[config.mk]
export PLATFORM = sky130hd
export DESIGN_NAME = modbus_rtu_median_sensor_responder_unit
export DESIGN_NICKNAME = d
export VERILOG_FILES = /design/src/sv/mrm_pkg.sv /design/src/sv/mrm_median.sv /design/src/sv/modbus_rtu_median_sensor_responder_unit.sv
export VERILOG_INCLUDE_DIRS = /design/src /design/src/sv
export SDC_FILE = /design/constraint.sdc
export NUM_CORES = 1
export LEC_CHECK = 0
export BUFFER_PORTS_ARGS = -buffer_cell sky130_fd_sc_hd__buf_2
export CAP_MARGIN = 20
export CORE_ASPECT_RATIO = 1.5
export CORE_UTILIZATION = 60
export DETAILED_ROUTE_END_ITERATION = 8
export MAX_ROUTING_LAYER = met4
export PLACE_DENSITY = 0.83
export SYNTH_ARGS = -nofsm -noshare
export SYNTH_HDL_FRONTEND = slang
export SYNTH_SLANG_ARGS = --single-unit
[constraint.sdc]
create_clock -name clock -period 7.5 [get_ports clock]
set_input_delay 1.875 -clock clock [delete_from_list [all_inputs] [get_ports clock]]
set_output_delay 1.875 -clock clock [all_outputs]
set_load 0.01 [all_outputs]
[src/sv/modbus_rtu_median_sensor_responder_unit_defines.svh]
// Assertion macros for the Modbus RTU median responder
`ifndef MODBUS_RTU_MEDIAN_SENSOR_RESPONDER_UNIT_DEFINES_SVH
`define MODBUS_RTU_MEDIAN_SENSOR_RESPONDER_UNIT_DEFINES_SVH
// assert that a implies b on the same edge
`define MRM_ASSERT_IMP(label, clk, rst, a, b) \
   label: assert property (@(posedge clk) disable iff (rst) (a) |-> (b)) \
      else $error("assertion failed");
// assert that a implies b on the next edge
`define MRM_ASSERT_NEXT(label, clk, rst, a, b) \
   label: assert property (@(posedge clk) disable iff (rst) (a) |=> (b)) \
      else $error("assertion failed");
`endif

[src/sv/mrm_pkg.sv]
// ----------------------------------------------------------------------------
// mrm_pkg
// Shared constants and functions of the Modbus RTU median responder.
// ----------------------------------------------------------------------------
package mrm_pkg;
   localparam int WINDOW_DEF      = 9;
   localparam int SAMPLE_BITS_DEF = 16;
   localparam logic [7:0]  ADDR_RESET = 8'h0B;
   localparam logic [7:0]  REG_RESET  = 8'h01;
   localparam logic [3:0]  SKIP_RESET = 4'd7;
   localparam logic [15:0] CRC_INIT   = 16'hFFFF;
   localparam logic [15:0] CRC_POLY   = 16'hA001;
   localparam logic [7:0]  FUNC_READ  = 8'h04;
   localparam logic [7:0]  BYTE_CNT   = 8'h02;
   localparam logic [1:0]  REG_ADDR   = 2'd0;
   localparam logic [1:0]  REG_TARGET = 2'd1;
   localparam logic [1:0]  REG_SKIP   = 2'd2;

   function automatic logic [7:0] err_char(input logic [3:0] i);
      logic [127:0] txt;
      txt = "Wrong address!!!";
      return txt[8*(15-i) +: 8];
   endfunction

   // one bit step of reflected CRC-16
   function automatic logic [15:0] crc_bit(input logic [15:0] c);
      return c[0] ? ((c >> 1) ^ CRC_POLY) : (c >> 1);
   endfunction
endpackage

[src/sv/mrm_median.sv]
// ----------------------------------------------------------------------------
// mrm_median
// Sample window and iterative median select: one compare unit, rank counting.
// For each candidate i the unit counts entries that sort ahead of it; the
// candidate whose rank range holds WINDOW/2 is the median.
// ----------------------------------------------------------------------------
module mrm_median #(
   parameter int WINDOW      = 9,
   parameter int SAMPLE_BITS = 16
) (
   input  logic                   clock,
   input  logic                   reset,
   input  logic                   wr_en,
   input  logic [SAMPLE_BITS-1:0] wr_data,
   input  logic                   start,
   output logic                   done,
   output logic [15:0]            median
);
   import mrm_pkg::*;
   localparam int IW = $clog2(WINDOW);
   localparam int CW = $clog2(WINDOW + 1);
   localparam logic [CW-1:0] MID = CW'(WINDOW / 2);
   localparam logic [IW-1:0] LAST = IW'(WINDOW - 1);

   logic [SAMPLE_BITS-1:0] win_ff [WINDOW];
   logic [IW-1:0] slot_ff, slot_in;
   logic [IW-1:0] i_ff, i_in, j_ff, j_in;
   logic [CW-1:0] gt_ff, gt_in, eq_ff, eq_in;
   logic busy_ff, busy_in, done_ff, done_in;
   logic [15:0] med_ff, med_in;
   logic [SAMPLE_BITS-1:0] vi, vj;

   assign vi = win_ff[i_ff];
   assign vj = win_ff[j_ff];

   always_comb begin
      slot_in = slot_ff;
      if (wr_en) slot_in = (slot_ff == LAST) ? '0 : slot_ff + 1'b1;
      i_in = i_ff; j_in = j_ff; gt_in = gt_ff; eq_in = eq_ff;
      busy_in = busy_ff; done_in = 1'b0; med_in = med_ff;
      if (start) begin
         busy_in = 1'b1; i_in = '0; j_in = '0; gt_in = '0; eq_in = '0;
      end else if (busy_ff) begin
         // count greater and earlier-equal entries
         if (vj > vi) gt_in = gt_ff + 1'b1;
         else if (vj == vi && j_ff < i_ff) eq_in = eq_ff + 1'b1;
         if (j_ff == LAST) begin
            if (gt_in + eq_in == MID) begin
               med_in = 16'(vi); busy_in = 1'b0; done_in = 1'b1;
            end else begin
               i_in = i_ff + 1'b1; j_in = '0; gt_in = '0; eq_in = '0;
            end
         end else begin
            j_in = j_ff + 1'b1;
         end
      end
   end

   always_ff @(posedge clock) begin
      if (reset) begin
         slot_ff <= '0; busy_ff <= 1'b0; done_ff <= 1'b0;
         for (int k = 0; k < WINDOW; k++) win_ff[k] <= '0;
      end else begin
         slot_ff <= slot_in; busy_ff <= busy_in; done_ff <= done_in;
         if (wr_en) win_ff[slot_ff] <= wr_data;
      end
      i_ff <= i_in; j_ff <= j_in; gt_ff <= gt_in; eq_ff <= eq_in; med_ff <= med_in;
   end

   assign done = done_ff;
   assign median = med_ff;
endmodule

[src/sv/modbus_rtu_median_sensor_responder_unit.sv]
// ----------------------------------------------------------------------------
// modbus_rtu_median_sensor_responder_unit
// Modbus RTU slave answering read-input-register with a window median.
// ----------------------------------------------------------------------------
//  channel | direction | fields
//  req_    | in        | cmd, bus_byte, sample
//  rsp_    | out       | out_byte, last_byte, is_error_text
//  csr_    | APB       | own_address, target_register, skip_count
// Frame bytes 0 to 5 are accepted, then folded into the CRC one bit a cycle; a
// sample, a discarded byte or frame byte 6 needs no CRC step. Frame byte 7 leads
// to a check; a good frame then runs the median select and the response CRC over
// 5 bytes, then one output byte per cycle while rsp_stall is low.
// Reset is synchronous; the window clears to zero at once.
// req_stall is high while an item is at work or results are pending.
`include "modbus_rtu_median_sensor_responder_unit_defines.svh"
module modbus_rtu_median_sensor_responder_unit #(
   parameter int WINDOW      = mrm_pkg::WINDOW_DEF,
   parameter int SAMPLE_BITS = mrm_pkg::SAMPLE_BITS_DEF
) (
   input  logic        clock,
   input  logic        reset,
   input  logic        req_valid,
   output logic        req_stall,
   input  logic        req_cmd,
   input  logic [7:0]  req_bus_byte,
   input  logic [15:0] req_sample,
   output logic        rsp_valid,
   input  logic        rsp_stall,
   output logic [7:0]  rsp_out_byte,
   output logic        rsp_last_byte,
   output logic        rsp_is_error_text,
   input  logic        psel,
   input  logic        penable,
   input  logic        pwrite,
   input  logic [3:0]  paddr,
   input  logic [31:0] pwdata,
   output logic [31:0] prdata,
   output logic        pready
);
   import mrm_pkg::*;

   typedef enum logic [6:0] {
      ST_IDLE = 7'b0000001, ST_CRC  = 7'b0000010, ST_MED = 7'b0000100,
      ST_RCRC = 7'b0001000, ST_RSP  = 7'b0010000, ST_ERR = 7'b0100000,
      ST_CHK  = 7'b1000000
   } state_type;
   typedef enum logic [1:0] {PH_IDLE = 2'd0, PH_FRAME = 2'd1, PH_DISC = 2'd2} phase_type;

   logic [7:0] addr_ff, tgt_ff; logic [3:0] skip_ff;
   state_type st_ff, st_in;
   phase_type ph_ff, ph_in;
   logic [2:0] cnt_ff, cnt_in;
   logic [7:0] frame_ff [8];
   logic [15:0] crc_ff, crc_in;
   logic [3:0] disc_ff, disc_in;
   logic [2:0] bit_ff, bit_in;
   logic [3:0] oi_ff, oi_in;
   logic [7:0] rsp_byte [7];
   logic [15:0] rcrc_ff, rcrc_in, med;
   logic acc, wr, med_start, med_done, fr_we, rv_ff, rv_in, orsp_take;
   logic [2:0] fr_idx;
   logic [7:0] ob;

   assign pready = 1'b1;
   assign wr = psel && penable && pwrite;
   assign acc = req_valid && !req_stall;
   assign req_stall = (st_ff != ST_IDLE) || rv_ff;
   assign orsp_take = rv_ff && !rsp_stall;

   always_comb begin
      unique case (paddr[3:2])
         REG_ADDR:   prdata = {24'd0, addr_ff};
         REG_TARGET: prdata = {24'd0, tgt_ff};
         REG_SKIP:   prdata = {28'd0, skip_ff};
         default:    prdata = '0;
      endcase
   end

   mrm_median #(.WINDOW(WINDOW), .SAMPLE_BITS(SAMPLE_BITS)) u_med (
      .clock(clock), .reset(reset), .wr_en(acc && req_cmd),
      .wr_data(req_sample[SAMPLE_BITS-1:0]), .start(med_start),
      .done(med_done), .median(med)
   );

   assign rsp_byte[0] = frame_ff[0];
   assign rsp_byte[1] = FUNC_READ;
   assign rsp_byte[2] = BYTE_CNT;
   assign rsp_byte[3] = med[15:8];
   assign rsp_byte[4] = med[7:0];
   assign rsp_byte[5] = rcrc_ff[7:0];
   assign rsp_byte[6] = rcrc_ff[15:8];

   always_comb begin
      st_in = st_ff; ph_in = ph_ff; cnt_in = cnt_ff; crc_in = crc_ff;
      disc_in = disc_ff; bit_in = bit_ff; oi_in = oi_ff; rcrc_in = rcrc_ff;
      rv_in = rv_ff; med_start = 1'b0; fr_we = 1'b0; fr_idx = cnt_ff;
      if (orsp_take) rv_in = 1'b0;
      unique case (st_ff)
         ST_IDLE: if (acc && !req_cmd) begin
            unique case (ph_ff)
               PH_DISC: begin
                  disc_in = (disc_ff != 0) ? disc_ff - 1'b1 : disc_ff;
                  if (disc_in == 0) ph_in = PH_IDLE;
               end
               PH_FRAME: begin
                  fr_we = 1'b1;
                  if (cnt_ff <= 3'd5) begin
                     crc_in = crc_ff ^ {8'd0, req_bus_byte}; bit_in = '0; st_in = ST_CRC;
                  end
                  if (cnt_ff == 3'd7) st_in = ST_CHK;
                  else cnt_in = cnt_ff + 1'b1;
               end
               default: begin
                  if (req_bus_byte == addr_ff) begin
                     fr_we = 1'b1; fr_idx = '0;
                     crc_in = CRC_INIT ^ {8'd0, req_bus_byte}; bit_in = '0;
                     cnt_in = 3'd1; ph_in = PH_FRAME; st_in = ST_CRC;
                  end else begin
                     disc_in = skip_ff; ph_in = (skip_ff != 0) ? PH_DISC : PH_IDLE;
                     oi_in = '0; st_in = ST_ERR;
                  end
               end
            endcase
         end
         ST_CRC: begin
            crc_in = crc_bit(crc_ff); bit_in = bit_ff + 1'b1;
            if (bit_ff == 3'd7) st_in = ST_IDLE;
         end
         ST_CHK: begin
            ph_in = PH_IDLE; cnt_in = '0; crc_in = CRC_INIT; st_in = ST_IDLE;
            if (crc_ff[7:0] == frame_ff[6] && crc_ff[15:8] == frame_ff[7]
                && frame_ff[3] == tgt_ff) begin
               med_start = 1'b1; st_in = ST_MED;
            end
         end
         ST_MED: if (med_done) begin
            oi_in = '0; bit_in = '0; rcrc_in = CRC_INIT ^ {8'd0, rsp_byte[0]};
            st_in = ST_RCRC;
         end
         ST_RCRC: begin
            rcrc_in = crc_bit(rcrc_ff); bit_in = bit_ff + 1'b1;
            if (bit_ff == 3'd7) begin
               if (oi_ff == 4'd4) begin oi_in = '0; st_in = ST_RSP; end
               else begin
                  oi_in = oi_ff + 1'b1;
                  rcrc_in = crc_bit(rcrc_ff) ^ {8'd0, rsp_byte[oi_ff[2:0] + 3'd1]};
               end
            end
         end
         ST_RSP, ST_ERR: if (!rv_ff || orsp_take) begin
            rv_in = 1'b1; oi_in = oi_ff + 1'b1;
            if ((st_ff == ST_RSP && oi_ff == 4'd6) || (st_ff == ST_ERR && oi_ff == 4'd15))
               st_in = ST_IDLE;
         end
         default: st_in = ST_IDLE;
      endcase
   end

   always_ff @(posedge clock) begin
      if (reset) begin
         addr_ff <= ADDR_RESET; tgt_ff <= REG_RESET; skip_ff <= SKIP_RESET;
         st_ff <= ST_IDLE; ph_ff <= PH_IDLE; cnt_ff <= '0; crc_ff <= CRC_INIT;
         disc_ff <= '0; rv_ff <= 1'b0;
      end else begin
         if (wr) begin
            unique case (paddr[3:2])
               REG_ADDR:   addr_ff <= pwdata[7:0];
               REG_TARGET: tgt_ff <= pwdata[7:0];
               REG_SKIP:   skip_ff <= pwdata[3:0];
               default:    ;
            endcase
         end
         st_ff <= st_in; ph_ff <= ph_in; cnt_ff <= cnt_in; crc_ff <= crc_in;
         disc_ff <= disc_in; rv_ff <= rv_in;
      end
      if (fr_we) frame_ff[fr_idx] <= req_bus_byte;
      bit_ff <= bit_in; oi_ff <= oi_in; rcrc_ff <= rcrc_in;
      if ((st_ff == ST_RSP || st_ff == ST_ERR) && (!rv_ff || orsp_take)) begin
         rsp_out_byte <= ob;
         rsp_last_byte <= (st_in == ST_IDLE);
         rsp_is_error_text <= (st_ff == ST_ERR);
      end
   end

   assign ob = (st_ff == ST_ERR) ? err_char(oi_ff) : rsp_byte[oi_ff[2:0]];
   assign rsp_valid = rv_ff;

   `MRM_ASSERT_IMP(a_no_accept_busy, clock, reset, st_ff != ST_IDLE, req_stall)
   `MRM_ASSERT_NEXT(a_hold_out, clock, reset, rsp_valid && rsp_stall, rsp_valid)
   `MRM_ASSERT_IMP(a_rsp_state, clock, reset, st_ff == ST_MED, ph_ff == PH_IDLE)
endmodule

==> flow_summary.toml <==
[logic_synthesis]
synth-xor-area-share_pct = 2.84
async_reset_ff_share_pct = 0
synth_mux_area_share_pct = 19.0
yosys.area_share.simple_pct = 12.4
yosysSeqAreaShare_pct = 53.9
yosysUniqueCellTypes = 75
yosysTopAreaCellShare_pct = 46.3
synth-compound-area-share_pct = 6.02
synth_flop_cell = "edfxtp_1"
synth_cells = 1584
synthTopCellsByArea = "edfxtp_1, mux4_2, dfxtp_1"
yosys_warnings = 0
synth-adder-area-share_pct = 2.61
synth_seq_cells = 420
syn_area_um2 = 21800
synth-edff-count = 337
synth_top_family_by_area = "multiplexers"
synth_area_per_cell_um2 = 13.8
yosys.area.top_type = "edfxtp_1"

[sta]
hold_viol = 0
clock-skew-final_ps = 18.8
tightest_slew_ps = 1120
maxSlewViolCount = 0
maxSlewHeadroom_pct = 25.4
rsz0062_at_grt = "false"
setup-violations-final = 0
tns_ps = 0
period_share_pct = 82.4
fmax_mhz = 162
final.min_clock_period_ps = 6180

[pwr]
power.total_mw = 5.46
vdd_ir_drop_max_v = 0.000198
cellPowerDensity_nw_per_um2 = 229
leakage_nw = 8.36

[place]
portBuffers = 61
dp_hpwl_um = 35400
place_congestion = 0.932
placed_cells = 2065

[drt]
ant_nets = 0
detail_route.iter0.violations = 1371
first_pass_iters = 5
routed_wl_um = 54600
wl_per_cell_um = 25.5
via_per_inst = 6.59
vias = 14097
drc = 0

[worst_hold_path]
holdPathStages = 2
hp-start = "u_med.gt_ff[1]$_SDFFE_PP0P_"
min_path_type = "reg2reg"

[clock_network]
postCtsHoldBufs = 0
clk_transition_reported_paths_ps = 60
clk_latency_ps = 560
post_cts_resized = 0
cts_root_buf = "clkbuf_16"
numCtsBuffers = 39
clockBufferDepth = 3
cts_setup_buffers = 0
cts.htree.levels = 2
clock_sinks = 420
tritoncts = "built"

[worst_setup_path]
ff2ff_path_depth = 19
crit_arrival_ps = 6620
worstPathMaxFanout = 20
startpoint_type = "flip-flop"
regToRegSetupSlack_ps = 1320
worstSetupEndpointType = "flip-flop"
crit_type = "reg2reg"
required_ps = 7940

[finish]
final_common_cell = "edfxtp_1"
layout_common_cells = "edfxtp_1, mux4_2, and2_1"
nNetsFinal = 1744
drive_above_1_share_pct = 23.1
fin_util_pct = 66.6
final_cells = 2139
regArea_um2 = 11800
fill_cells = 2456
area_growth_pct = 9.27
multi_input_area_um2 = 9480

[floorplanning]
core_um2 = 35800
pin_count = 113
placementRows = 85
die_width_um = 158
dieArea_um2 = 37200
start_util_pct = 61.0
fp.dieH_um = 236

[flow_run]
maxCapViolations = 0

[global_routing]
grt_pass1_wl_um = 83800
grt_max_degree = 70
grt_usage_pct = 31.5
grt_pass1_vias = 14722
grt_overflow_total = 0
grt_antenna_before_repair = 2

[run_status]
status = "finished, final reports clean"
[flip-flops by register name, summed over array words and instances, names as in the netlist, 2 cells and up, named ones only]
signal / count
addr_ff: 8
bit_ff: 3
cnt_ff: 3
crc_ff: 16
disc_ff: 4
frame_ff: 32
oi_ff: 4
ph_ff: 2
rcrc_ff: 16
rsp_out_byte: 8
skip_ff: 4
st_ff: 7
tgt_ff: 8
u_med.eq_ff: 4
u_med.gt_ff: 4
u_med.i_ff: 4
u_med.j_ff: 4
u_med.median: 16
u_med.slot_ff: 4
u_med.win_ff: 256
[worst max-delay path, stage by stage (launching register included)]
cell	delay [ps]
dfxtp_4	650
buf_4	460
mux4_2	580
mux4_2	570
inv_1	120
ha_1	180
nand4_2	250
a2111oi_2	500
nor4_1	160
nor2_1	300
mux2_2	430
ha_1	290
a21o_1	150
a21oi_1	160
xnor2_1	160
o211ai_1	130
a21o_1	150
o2111ai_4	270
nor2_4	200
mux2_2	350
[kinds of logic (layout without fill, tap and decap cells)]
logic type / count (synthesis) / after routing
compound gates: 191 / 191
xor+xnor: 70 / 70
fa+ha+maj: 45 / 45
buf+inv: 154 / 205
flops: 420 / 420
mux: 212 / 212
other cells: 2 / 28
simple gates: 490 / 490
[area by class of cell]
| cell class | instances | area share (%) |
|---|---|---|
| antenna | 3 | 0.0314 |
| clock buffer | 53 | 4.57 |
| clock inverter | 15 | 0.487 |
| inverter | 44 | 0.692 |
| multi-input combinational | 1033 | 39.7 |
| sequential | 420 | 49.4 |
| tap | 478 | 2.51 |
| timing repair buffer | 93 | 2.60 |
[through the flow]
stage                     area (um2)  hold WS [ps]  setup slack (ps)
after floorplan                21900           477              1140
after global placement         22600           496              1480
after detailed placement       22600           509              1370
after CTS                      23800           517              1350
after global routing           23900           555              1020
final                          23900           517              1320
[cell usage after synthesis (all sizes together), types with 37 or more instances]
cell type and instances:
a21oi 63, and2 148, buf 54, clkbuf 56, dfxtp 83, edfxtp 337
ha 44, inv 44, mux2i 37, mux4 160, nand2 60, nor2 128
xor2 39
[how the worst min path moves through the flow]
stage	end
final	u_med.gt_ff[1]$_SDFFE_PP0P_
after global routing	cnt_ff[1]$_SDFFE_PP0P_
after CTS	u_med.gt_ff[1]$_SDFFE_PP0P_
after detailed placement	u_med.gt_ff[1]$_SDFFE_PP0P_
after global placement	disc_ff[1]$_SDFFE_PP0P_
after floorplan	u_med.slot_ff[1]$_SDFFE_PP0P_
[report_power, final]
part           switching [mW]  internal, mW  leakage (nW)
clock                   0.857          1.06         0.583
combinational           0.511         0.320          3.85
sequential              0.102          2.61          3.93
[metal layers]
metal	vias up	share of wire (%)	GRT usage, %
li1	6078	-	-
met3	226	7.2	4.71
met2	757	53	54.3
met5	-	0	-
met4	0	5.9	17.5
met1	7036	33	34.6
Power figures use the tool's default switching activity.
